<file path="src/rtl/core/tcw_pkg.sv">
// ----------------------------------------------------------------------------
// Text console writer package
// Shared payload types, character and register codes, and the command and
// status structures between the controller and the datapath.
// ----------------------------------------------------------------------------
package tcw_pkg;

  localparam int unsigned FUNC_W   = 2;
  localparam int unsigned CHAR_W   = 8;
  localparam int unsigned INDEX_W  = 11;
  localparam int unsigned COLOUR_W = 8;
  localparam int unsigned NIBBLE_W = 4;
  localparam int unsigned CELL_W   = CHAR_W + COLOUR_W;
  localparam int unsigned CFG_IDX_W = 1;

  localparam logic [FUNC_W-1:0] FUNC_PUT   = 2'd0;
  localparam logic [FUNC_W-1:0] FUNC_CLEAR = 2'd1;
  localparam logic [FUNC_W-1:0] FUNC_READ  = 2'd2;

  localparam logic [CHAR_W-1:0] CHR_SPACE     = 8'h20;
  localparam logic [CHAR_W-1:0] CHR_NEWLINE   = 8'h0A;
  localparam logic [CHAR_W-1:0] CHR_BACKSPACE = 8'h08;

  localparam logic [CFG_IDX_W-1:0] CFG_FG = 1'b0;
  localparam logic [CFG_IDX_W-1:0] CFG_BG = 1'b1;

  localparam logic [NIBBLE_W-1:0] FG_RESET = 4'hF;
  localparam logic [NIBBLE_W-1:0] BG_RESET = 4'h0;
  localparam logic [CELL_W-1:0]   CELL_RESET = 16'h0F20;

  typedef struct packed {
    logic [FUNC_W-1:0]  func;
    logic [CHAR_W-1:0]  ch;
    logic [INDEX_W-1:0] read_index;
  } tcw_in_t;

  typedef struct packed {
    logic [INDEX_W-1:0]  cursor_pos;
    logic [CHAR_W-1:0]   cell_char;
    logic [COLOUR_W-1:0] cell_colour;
  } tcw_out_t;

  typedef enum logic [1:0] {
    WA_CUR,
    WA_CUR_M1,
    WA_WALK,
    WA_WALK_UP
  } waddr_sel_e;

  typedef enum logic [1:0] {
    WD_CHAR,
    WD_SPACE,
    WD_RESET,
    WD_RDATA
  } wdata_sel_e;

  typedef enum logic [2:0] {
    CUR_HOLD,
    CUR_ADV,
    CUR_BACK,
    CUR_DOWN,
    CUR_HOME
  } cur_op_e;

  typedef enum logic [2:0] {
    WALK_HOLD,
    WALK_INC,
    WALK_ZERO,
    WALK_ROW1,
    WALK_LAST
  } walk_op_e;

  typedef struct packed {
    logic       latch;
    logic       we;
    waddr_sel_e waddr_sel;
    wdata_sel_e wdata_sel;
    logic       rd_index;
    cur_op_e    cur_op;
    walk_op_e   walk_op;
    logic       cell_load;
  } tcw_cmd_t;

  typedef struct packed {
    logic [FUNC_W-1:0] func;
    logic              is_nl;
    logic              is_bs;
    logic              col_zero;
    logic              col_full;
    logic              last_row;
    logic              walk_last;
    logic              idx_ok;
  } tcw_stat_t;

endpackage

</file>
<file path="src/rtl/core/tcw_ctrl.sv">
// ----------------------------------------------------------------------------
// Text console writer controller
// State machine that sequences the cell writes, scrolls, fills and reads
// carried out by the datapath.
// ----------------------------------------------------------------------------
module tcw_ctrl import tcw_pkg::*; (
  input  logic      clk_i,
  input  logic      rst_ni,
  input  logic      start,
  output logic      busy,
  output logic      done_o,
  input  tcw_stat_t stat_i,
  output tcw_cmd_t  cmd_o
);

  localparam logic [2:0] S_IDLE    = 3'd0;
  localparam logic [2:0] S_INIT    = 3'd1;
  localparam logic [2:0] S_EXEC    = 3'd2;
  localparam logic [2:0] S_PUT     = 3'd3;
  localparam logic [2:0] S_SCR_RD  = 3'd4;
  localparam logic [2:0] S_SCR_WR  = 3'd5;
  localparam logic [2:0] S_FILL    = 3'd6;
  localparam logic [2:0] S_RD_WAIT = 3'd7;

  logic [2:0] state_q, state_d;
  logic       pend_q, pend_d;
  logic       done_q, done_d;

  always_comb begin
    cmd_o   = '0;
    state_d = state_q;
    pend_d  = pend_q;
    done_d  = 1'b0;
    case (state_q)
      S_INIT: begin
        cmd_o.we        = 1'b1;
        cmd_o.waddr_sel = WA_WALK;
        cmd_o.wdata_sel = WD_RESET;
        if (stat_i.walk_last) begin
          state_d = S_IDLE;
        end else begin
          cmd_o.walk_op = WALK_INC;
        end
      end
      S_IDLE: begin
        if (start) begin
          cmd_o.latch = 1'b1;
          state_d     = S_EXEC;
        end
      end
      S_EXEC: begin
        case (stat_i.func)
          FUNC_PUT: begin
            if (stat_i.is_nl) begin
              if (stat_i.last_row) begin
                cmd_o.cur_op  = CUR_HOME;
                cmd_o.walk_op = WALK_ROW1;
                pend_d        = 1'b0;
                state_d       = S_SCR_RD;
              end else begin
                cmd_o.cur_op = CUR_DOWN;
                done_d       = 1'b1;
                state_d      = S_IDLE;
              end
            end else if (stat_i.is_bs) begin
              if (!stat_i.col_zero) begin
                cmd_o.we        = 1'b1;
                cmd_o.waddr_sel = WA_CUR_M1;
                cmd_o.wdata_sel = WD_SPACE;
                cmd_o.cur_op    = CUR_BACK;
              end
              done_d  = 1'b1;
              state_d = S_IDLE;
            end else if (stat_i.col_full) begin
              if (stat_i.last_row) begin
                cmd_o.cur_op  = CUR_HOME;
                cmd_o.walk_op = WALK_ROW1;
                pend_d        = 1'b1;
                state_d       = S_SCR_RD;
              end else begin
                cmd_o.cur_op = CUR_DOWN;
                state_d      = S_PUT;
              end
            end else begin
              cmd_o.we        = 1'b1;
              cmd_o.waddr_sel = WA_CUR;
              cmd_o.wdata_sel = WD_CHAR;
              cmd_o.cur_op    = CUR_ADV;
              done_d          = 1'b1;
              state_d         = S_IDLE;
            end
          end
          FUNC_CLEAR: begin
            cmd_o.walk_op = WALK_ZERO;
            pend_d        = 1'b0;
            state_d       = S_FILL;
          end
          FUNC_READ: begin
            if (stat_i.idx_ok) begin
              cmd_o.rd_index = 1'b1;
              state_d        = S_RD_WAIT;
            end else begin
              done_d  = 1'b1;
              state_d = S_IDLE;
            end
          end
          default: begin
            done_d  = 1'b1;
            state_d = S_IDLE;
          end
        endcase
      end
      S_PUT: begin
        cmd_o.we        = 1'b1;
        cmd_o.waddr_sel = WA_CUR;
        cmd_o.wdata_sel = WD_CHAR;
        cmd_o.cur_op    = CUR_ADV;
        done_d          = 1'b1;
        state_d         = S_IDLE;
      end
      S_SCR_RD: begin
        state_d = S_SCR_WR;
      end
      S_SCR_WR: begin
        cmd_o.we        = 1'b1;
        cmd_o.waddr_sel = WA_WALK_UP;
        cmd_o.wdata_sel = WD_RDATA;
        if (stat_i.walk_last) begin
          cmd_o.walk_op = WALK_LAST;
          state_d       = S_FILL;
        end else begin
          cmd_o.walk_op = WALK_INC;
          state_d       = S_SCR_RD;
        end
      end
      S_FILL: begin
        cmd_o.we        = 1'b1;
        cmd_o.waddr_sel = WA_WALK;
        cmd_o.wdata_sel = WD_SPACE;
        if (stat_i.walk_last) begin
          if (pend_q) begin
            pend_d  = 1'b0;
            state_d = S_PUT;
          end else begin
            done_d  = 1'b1;
            state_d = S_IDLE;
          end
        end else begin
          cmd_o.walk_op = WALK_INC;
        end
      end
      S_RD_WAIT: begin
        cmd_o.cell_load = 1'b1;
        done_d          = 1'b1;
        state_d         = S_IDLE;
      end
      default: begin
        state_d = S_IDLE;
      end
    endcase
  end

  always_ff @(posedge clk_i or negedge rst_ni) begin
    if (!rst_ni) begin
      state_q <= S_INIT;
      pend_q  <= 1'b0;
      done_q  <= 1'b0;
    end else begin
      state_q <= state_d;
      pend_q  <= pend_d;
      done_q  <= done_d;
    end
  end

  assign busy   = (state_q != S_IDLE);
  assign done_o = done_q;

endmodule

</file>
<file path="config.mk">
export PLATFORM = sky130hd
export DESIGN_NAME = tcw_ctrl
export DESIGN_NICKNAME = d
export VERILOG_FILES = /design/src/rtl/core/tcw_pkg.sv /design/src/rtl/core/tcw_ctrl.sv
export SDC_FILE = /design/constraint.sdc
export NUM_CORES = 1
export LEC_CHECK = 0
export BUFFER_PORTS_ARGS = -buffer_cell sky130_fd_sc_hd__buf_2
export CORE_MARGIN = 10
export CORE_UTILIZATION = 44
export DETAILED_ROUTE_END_ITERATION = 10
export GPL_TIMING_DRIVEN = 0
export PLACE_DENSITY = 0.77
export SYNTH_ARGS = -nofsm -noshare
export SYNTH_HDL_FRONTEND = slang
export SYNTH_SLANG_ARGS = --single-unit
</file>
<file path="constraint.sdc">
create_clock -name clk_i -period 2.05 [get_ports clk_i]
set_input_delay 0.1025 -clock clk_i [delete_from_list [all_inputs] [get_ports clk_i]]
set_output_delay 0.1025 -clock clk_i [all_outputs]
set_load 0.01 [all_outputs]
</file>
# Word-level counts from Yosys, hierarchy flattened
# Index checks and enable logic that the tools add are counted.
# totals
out_inout_bits,16
in_bits,12
word_cells,83
reg_bits,5
# op_classes
n_reduce_logical,8
eq_ne,17
n_mux,55
# ops
cell,count
$mux W3,15
$mux W5,5
$pmux W5 S5,1
$pmux W3 S7,1
$mux W1,20
$pmux W3 S3,2
$eq A3 B3 Y1 const B,4
$ne A4 B4 Y1 const B,3
$pmux W3 S2,2
$mux W2,4
$reduce_and A7 Y1,1
$eq A3 B2 Y1 const B,2
$mux W6,1
$ne A2 B2 Y1 const B,3
$pmux W1 S3,2
$ne A5 B5 Y1 const B,1
$pmux W1 S2,2
$reduce_or A2 Y1,2
$eq A3 B1 Y1 const B,1
$logic_not A3 Y1,1
$ne A3 B1 Y1 const B,1
$reduce_and A3 Y1,1
$reduce_bool A3 Y1,1
$eq A2 B1 Y1 const B,1
other kinds (3),3

# Depth between registers and ports, before layout
# depth
depth_word,6
mapped_depth,5
ltp_nobuf,4

# Least setup slack after synthesis
# OpenSTA, ideal clock, no wires.
# synth_timing
path_type,register to register
start,register state_q[2]
end,register pend_q
arrival_ns,1.429
n_path_buf,1
required_time_ns,1.925
slack_ns,0.496
path_stages_with_launch,6
period_less_slack_ns,1.554
path_cell_list,dfrtp_1 -> or3b_1 -> buf_6 -> nor3_4 -> a21oi_2 -> mux2_4
# synth_via
elab_chain_cells,3
# synth_rtl
item,line,rtl
"start, declared",tcw_ctrl.sv:25,"logic [2:0] state_q, state_d;"
"start signal, assigned",tcw_ctrl.sv:169,state_q <= state_d;
$eq A3 B2 Y1 / $eq A3 B3 Y1 (equally long branches),tcw_ctrl.sv:34,case (state_q)
$ne A5 B5 Y1 (no line) (tied with other cells),-,
$reduce_and A7 Y1 (no line),-,
"end signal, assigned",tcw_ctrl.sv:170,pend_q <= pend_d;
"end, declared",tcw_ctrl.sv:26,"logic pend_q, pend_d;"
# Parallel ways exist; a longest one is shown, timed or not.
# A chain may end at the register's enable or synchronous reset.

==> impl_metrics.yaml <==
detailed_routing:
  antenna_left: 0
  drt-initial-drc-count: 15
  vias: 709
  avgViaCountPerCell: 5.54
  drt-total-wl_um: 1780
  avgRoutedWirePerCell_um: 13.9
  route.detailed.drc: 0
  drtPass1Iterations: 4
setup_path:
  rr_endpoint: "pend_q"
  setup.worst_path.class: "flop to output port"
  startpoint: "state_q[2]"
  worst-path-max-fanout: 8
  cp_cell_sequence: "or3b_1 -> buf_6 -> nor3_4 -> nand2_1 -> o21ai_1 -> buf_2"
  critPathRequiredTime_ns: 1.95
  reg2reg_slack_ns: 0.40
  crit_arrival_ns: 1.75
  cp-endpoint: "cmd_o[10]"
  start_kind: "flop"
  critical_path.max_stage_delay_ns: 0.43
  cp_slowest_cell: "dfrtp_1"
  rr_worst_depth: 5
  worst_setup_path_end_kind: "output port"
  reg2reg_from: "state_q[2]"
flow_run:
  cap_viol_max_count: 0
cells_and_area:
  finalNetCount: 126
  layout_commonest_cell: "buf_2"
  fillerInstances: 147
  drive_gt1_frac: 0.310
  final_cell_mix: "27 x buf_2, 14 x nor2_1, 6 x inv_1"
  antenna_cells: 0
  area_growth_pct: 30.8
  fin_util: 0.596
  final_area_um2: 766
run_status:
  status: "complete, no violations"
clock_network:
  path_clk_slew_ns: 0.04
  clock_latency_ns: 0.24
  cts-resized-gates: 0
  cts_tree: "done"
  cts_buffers: 3
  cts_sinks: 5
  cts_max_path_buffers: 2
  ctsHtreeMaxLevel: 1
  root_buffer: "clkbuf_4"
  post-cts-setup-buffers: 0
grt:
  grt_overflow: 0
  antenna_found_initial: 0
  grt_pass1_vias: 678
  grt_pass1_wl_um: 2970
  groute.usage.overall: 0.109
  grt_start_max_net_pins: 11
timing:
  setup_viol_count_final: 0
  worst_slew_pin_slew_ns: 0.387
  tns_ns: 0
  finalCritPeriodShare: 0.902
  min_period_ns: 1.85
  timing.final.hold_violations: 0
  fmax_ghz: 0.541
  skew_ns: 0.00300
  drv_slew: 0
  max-slew-margin-rel: 0.742
  rsz0062_at_grt: "false"
logic_synthesis:
  synth_top_family_by_area: "compound AO/OA/AOI/OAI gates"
  avgSynthCellArea_um2: 7.05
  synth-seq-cells: 5
  yosys.area_share.simple: 0.310
  synth-xor-area-share: 0
  syn-num-nets: 95
  yosys_warnings: 0
  yosys-top-cells-area: "dfrtp_1 17%, nor2_1 9.0%, dfstp_2 4.5%"
  synth-edff-count: 0
  synth.distinct_cells: 37
  synth_top_area_frac: 0.171
  yosysTopAreaCell: "dfrtp_1"
  synth_cells: 83
  yosysSeqAreaShare: 0.216
  syn_area_um2: 586
  synth_mux_area_frac: 0.0427
  synthFlopType: "dfrtp_1"
  synth-compound-area-share: 0.338
  synthArstFlopShare: 1.00
  synth_fa_ha_area_frac: 0
die:
  fp.dieW_um: 56.5
  rows: 13
  die-area_um2: 3190
  start_util: 0.456
  dieHeight_um: 56.5
  ioPinCount: 28
  core_um2: 1280
place:
  io_buffers: 25
  globalplace.congestion: 0.838
  placed_cell_area_um2: 729
  dp_hpwl_um: 1470
hold_path:
  hp-class: "input port to async pin"
pwr:
  cellPowerDensity_nw_per_um2: 1070
  power.total_mw: 0.817
  leakagePower_nw: 0.396
  ir_worst_vdd_mv: 0.378
## cell usage after synthesis (all sizes together) (2+ instances only)
master  count
o21a        2
nand2       5
nor2b       3
nor2       14
o21ai       9
a21oi       4
inv         6
nand2b      2
nand3       3
a21o        2
nor3        2
buf         3
dfrtp       4
a221oi      2
o211ai      2
clkbuf      3
## repair_timing
item,4_1_cts,5_1_grt
setup endpoints to repair,0,0
hold endpoints to repair,5,0
hold buffers,1,0
## power by group
group          switching (mW)  total (mW)  internal, mW  leakage [nW]
Combinational           0.288       0.523         0.235         0.319
Clock                  0.0382       0.112        0.0735        0.0150
Sequential             0.0393       0.182         0.143        0.0619
Total                   0.366       0.817         0.451         0.396
## stage by stage
stage	hold WS (ns)	cells	setup slack [ns]
2_1_floorplan	-0.193	83	0.496
3_3_place_gp	-0.0843	123	0.417
3_5_place_dp	-0.0831	123	0.405
4_1_cts	0.205	128	0.187
5_1_grt	0.226	128	0.0523
6_report	0.207	128	0.202
## routing by layer
| metal | routed length [µm] | global-route usage |
|---|---|---|
| met5 | 0 | 0 |
| met4 | 14 | 0.0550 |
| met3 | 123 | 0.0337 |
| met2 | 915 | 0.182 |
| met1 | 727 | 0.120 |
## sequential cells by signal, indices dropped and copies added, names as in the netlist
name and flops:
done_o 1, pend_q 1, state_q 3
## worst max-delay path, delay by kind of cell (launching register included)
family                 cells  cell delay, ns
AOI/OAI and AO/OA          1            0.09
buffers and inverters      2            0.29
DFF                        1            0.43
and+or+nand+nor            3            0.70
## cell families after synthesis
family                 after synthesis
and+or+nand+nor                     35
AOI/OAI and AO/OA                   29
buffers and inverters               12
DFF                                  5
muxes                                2
## how the worst min path moves through the flow
stage               slack, ns    endpoint  cells past startpoint
CTS                      0.21  state_q[1]                      2
finish                   0.21  state_q[1]                      2
global route             0.23      done_o                      2
floorplan               -0.19      done_o                      0
global placement        -0.08      done_o                      1
detailed placement      -0.08  state_q[1]                      1
## final cells by class
type	instances	area (µm²)	share of cell area
Buffer	6	32.5	0.0425
Clock buffer	4	26.3	0.0343
Inverter	6	22.5	0.0294
Multi-Input combinational cell	66	404	0.528
Sequential cell	5	126	0.165
Tap cell	15	18.8	0.0245
Timing Repair Buffer	26	135	0.176
No activity file was read; power rests on OpenSTA's default activity.
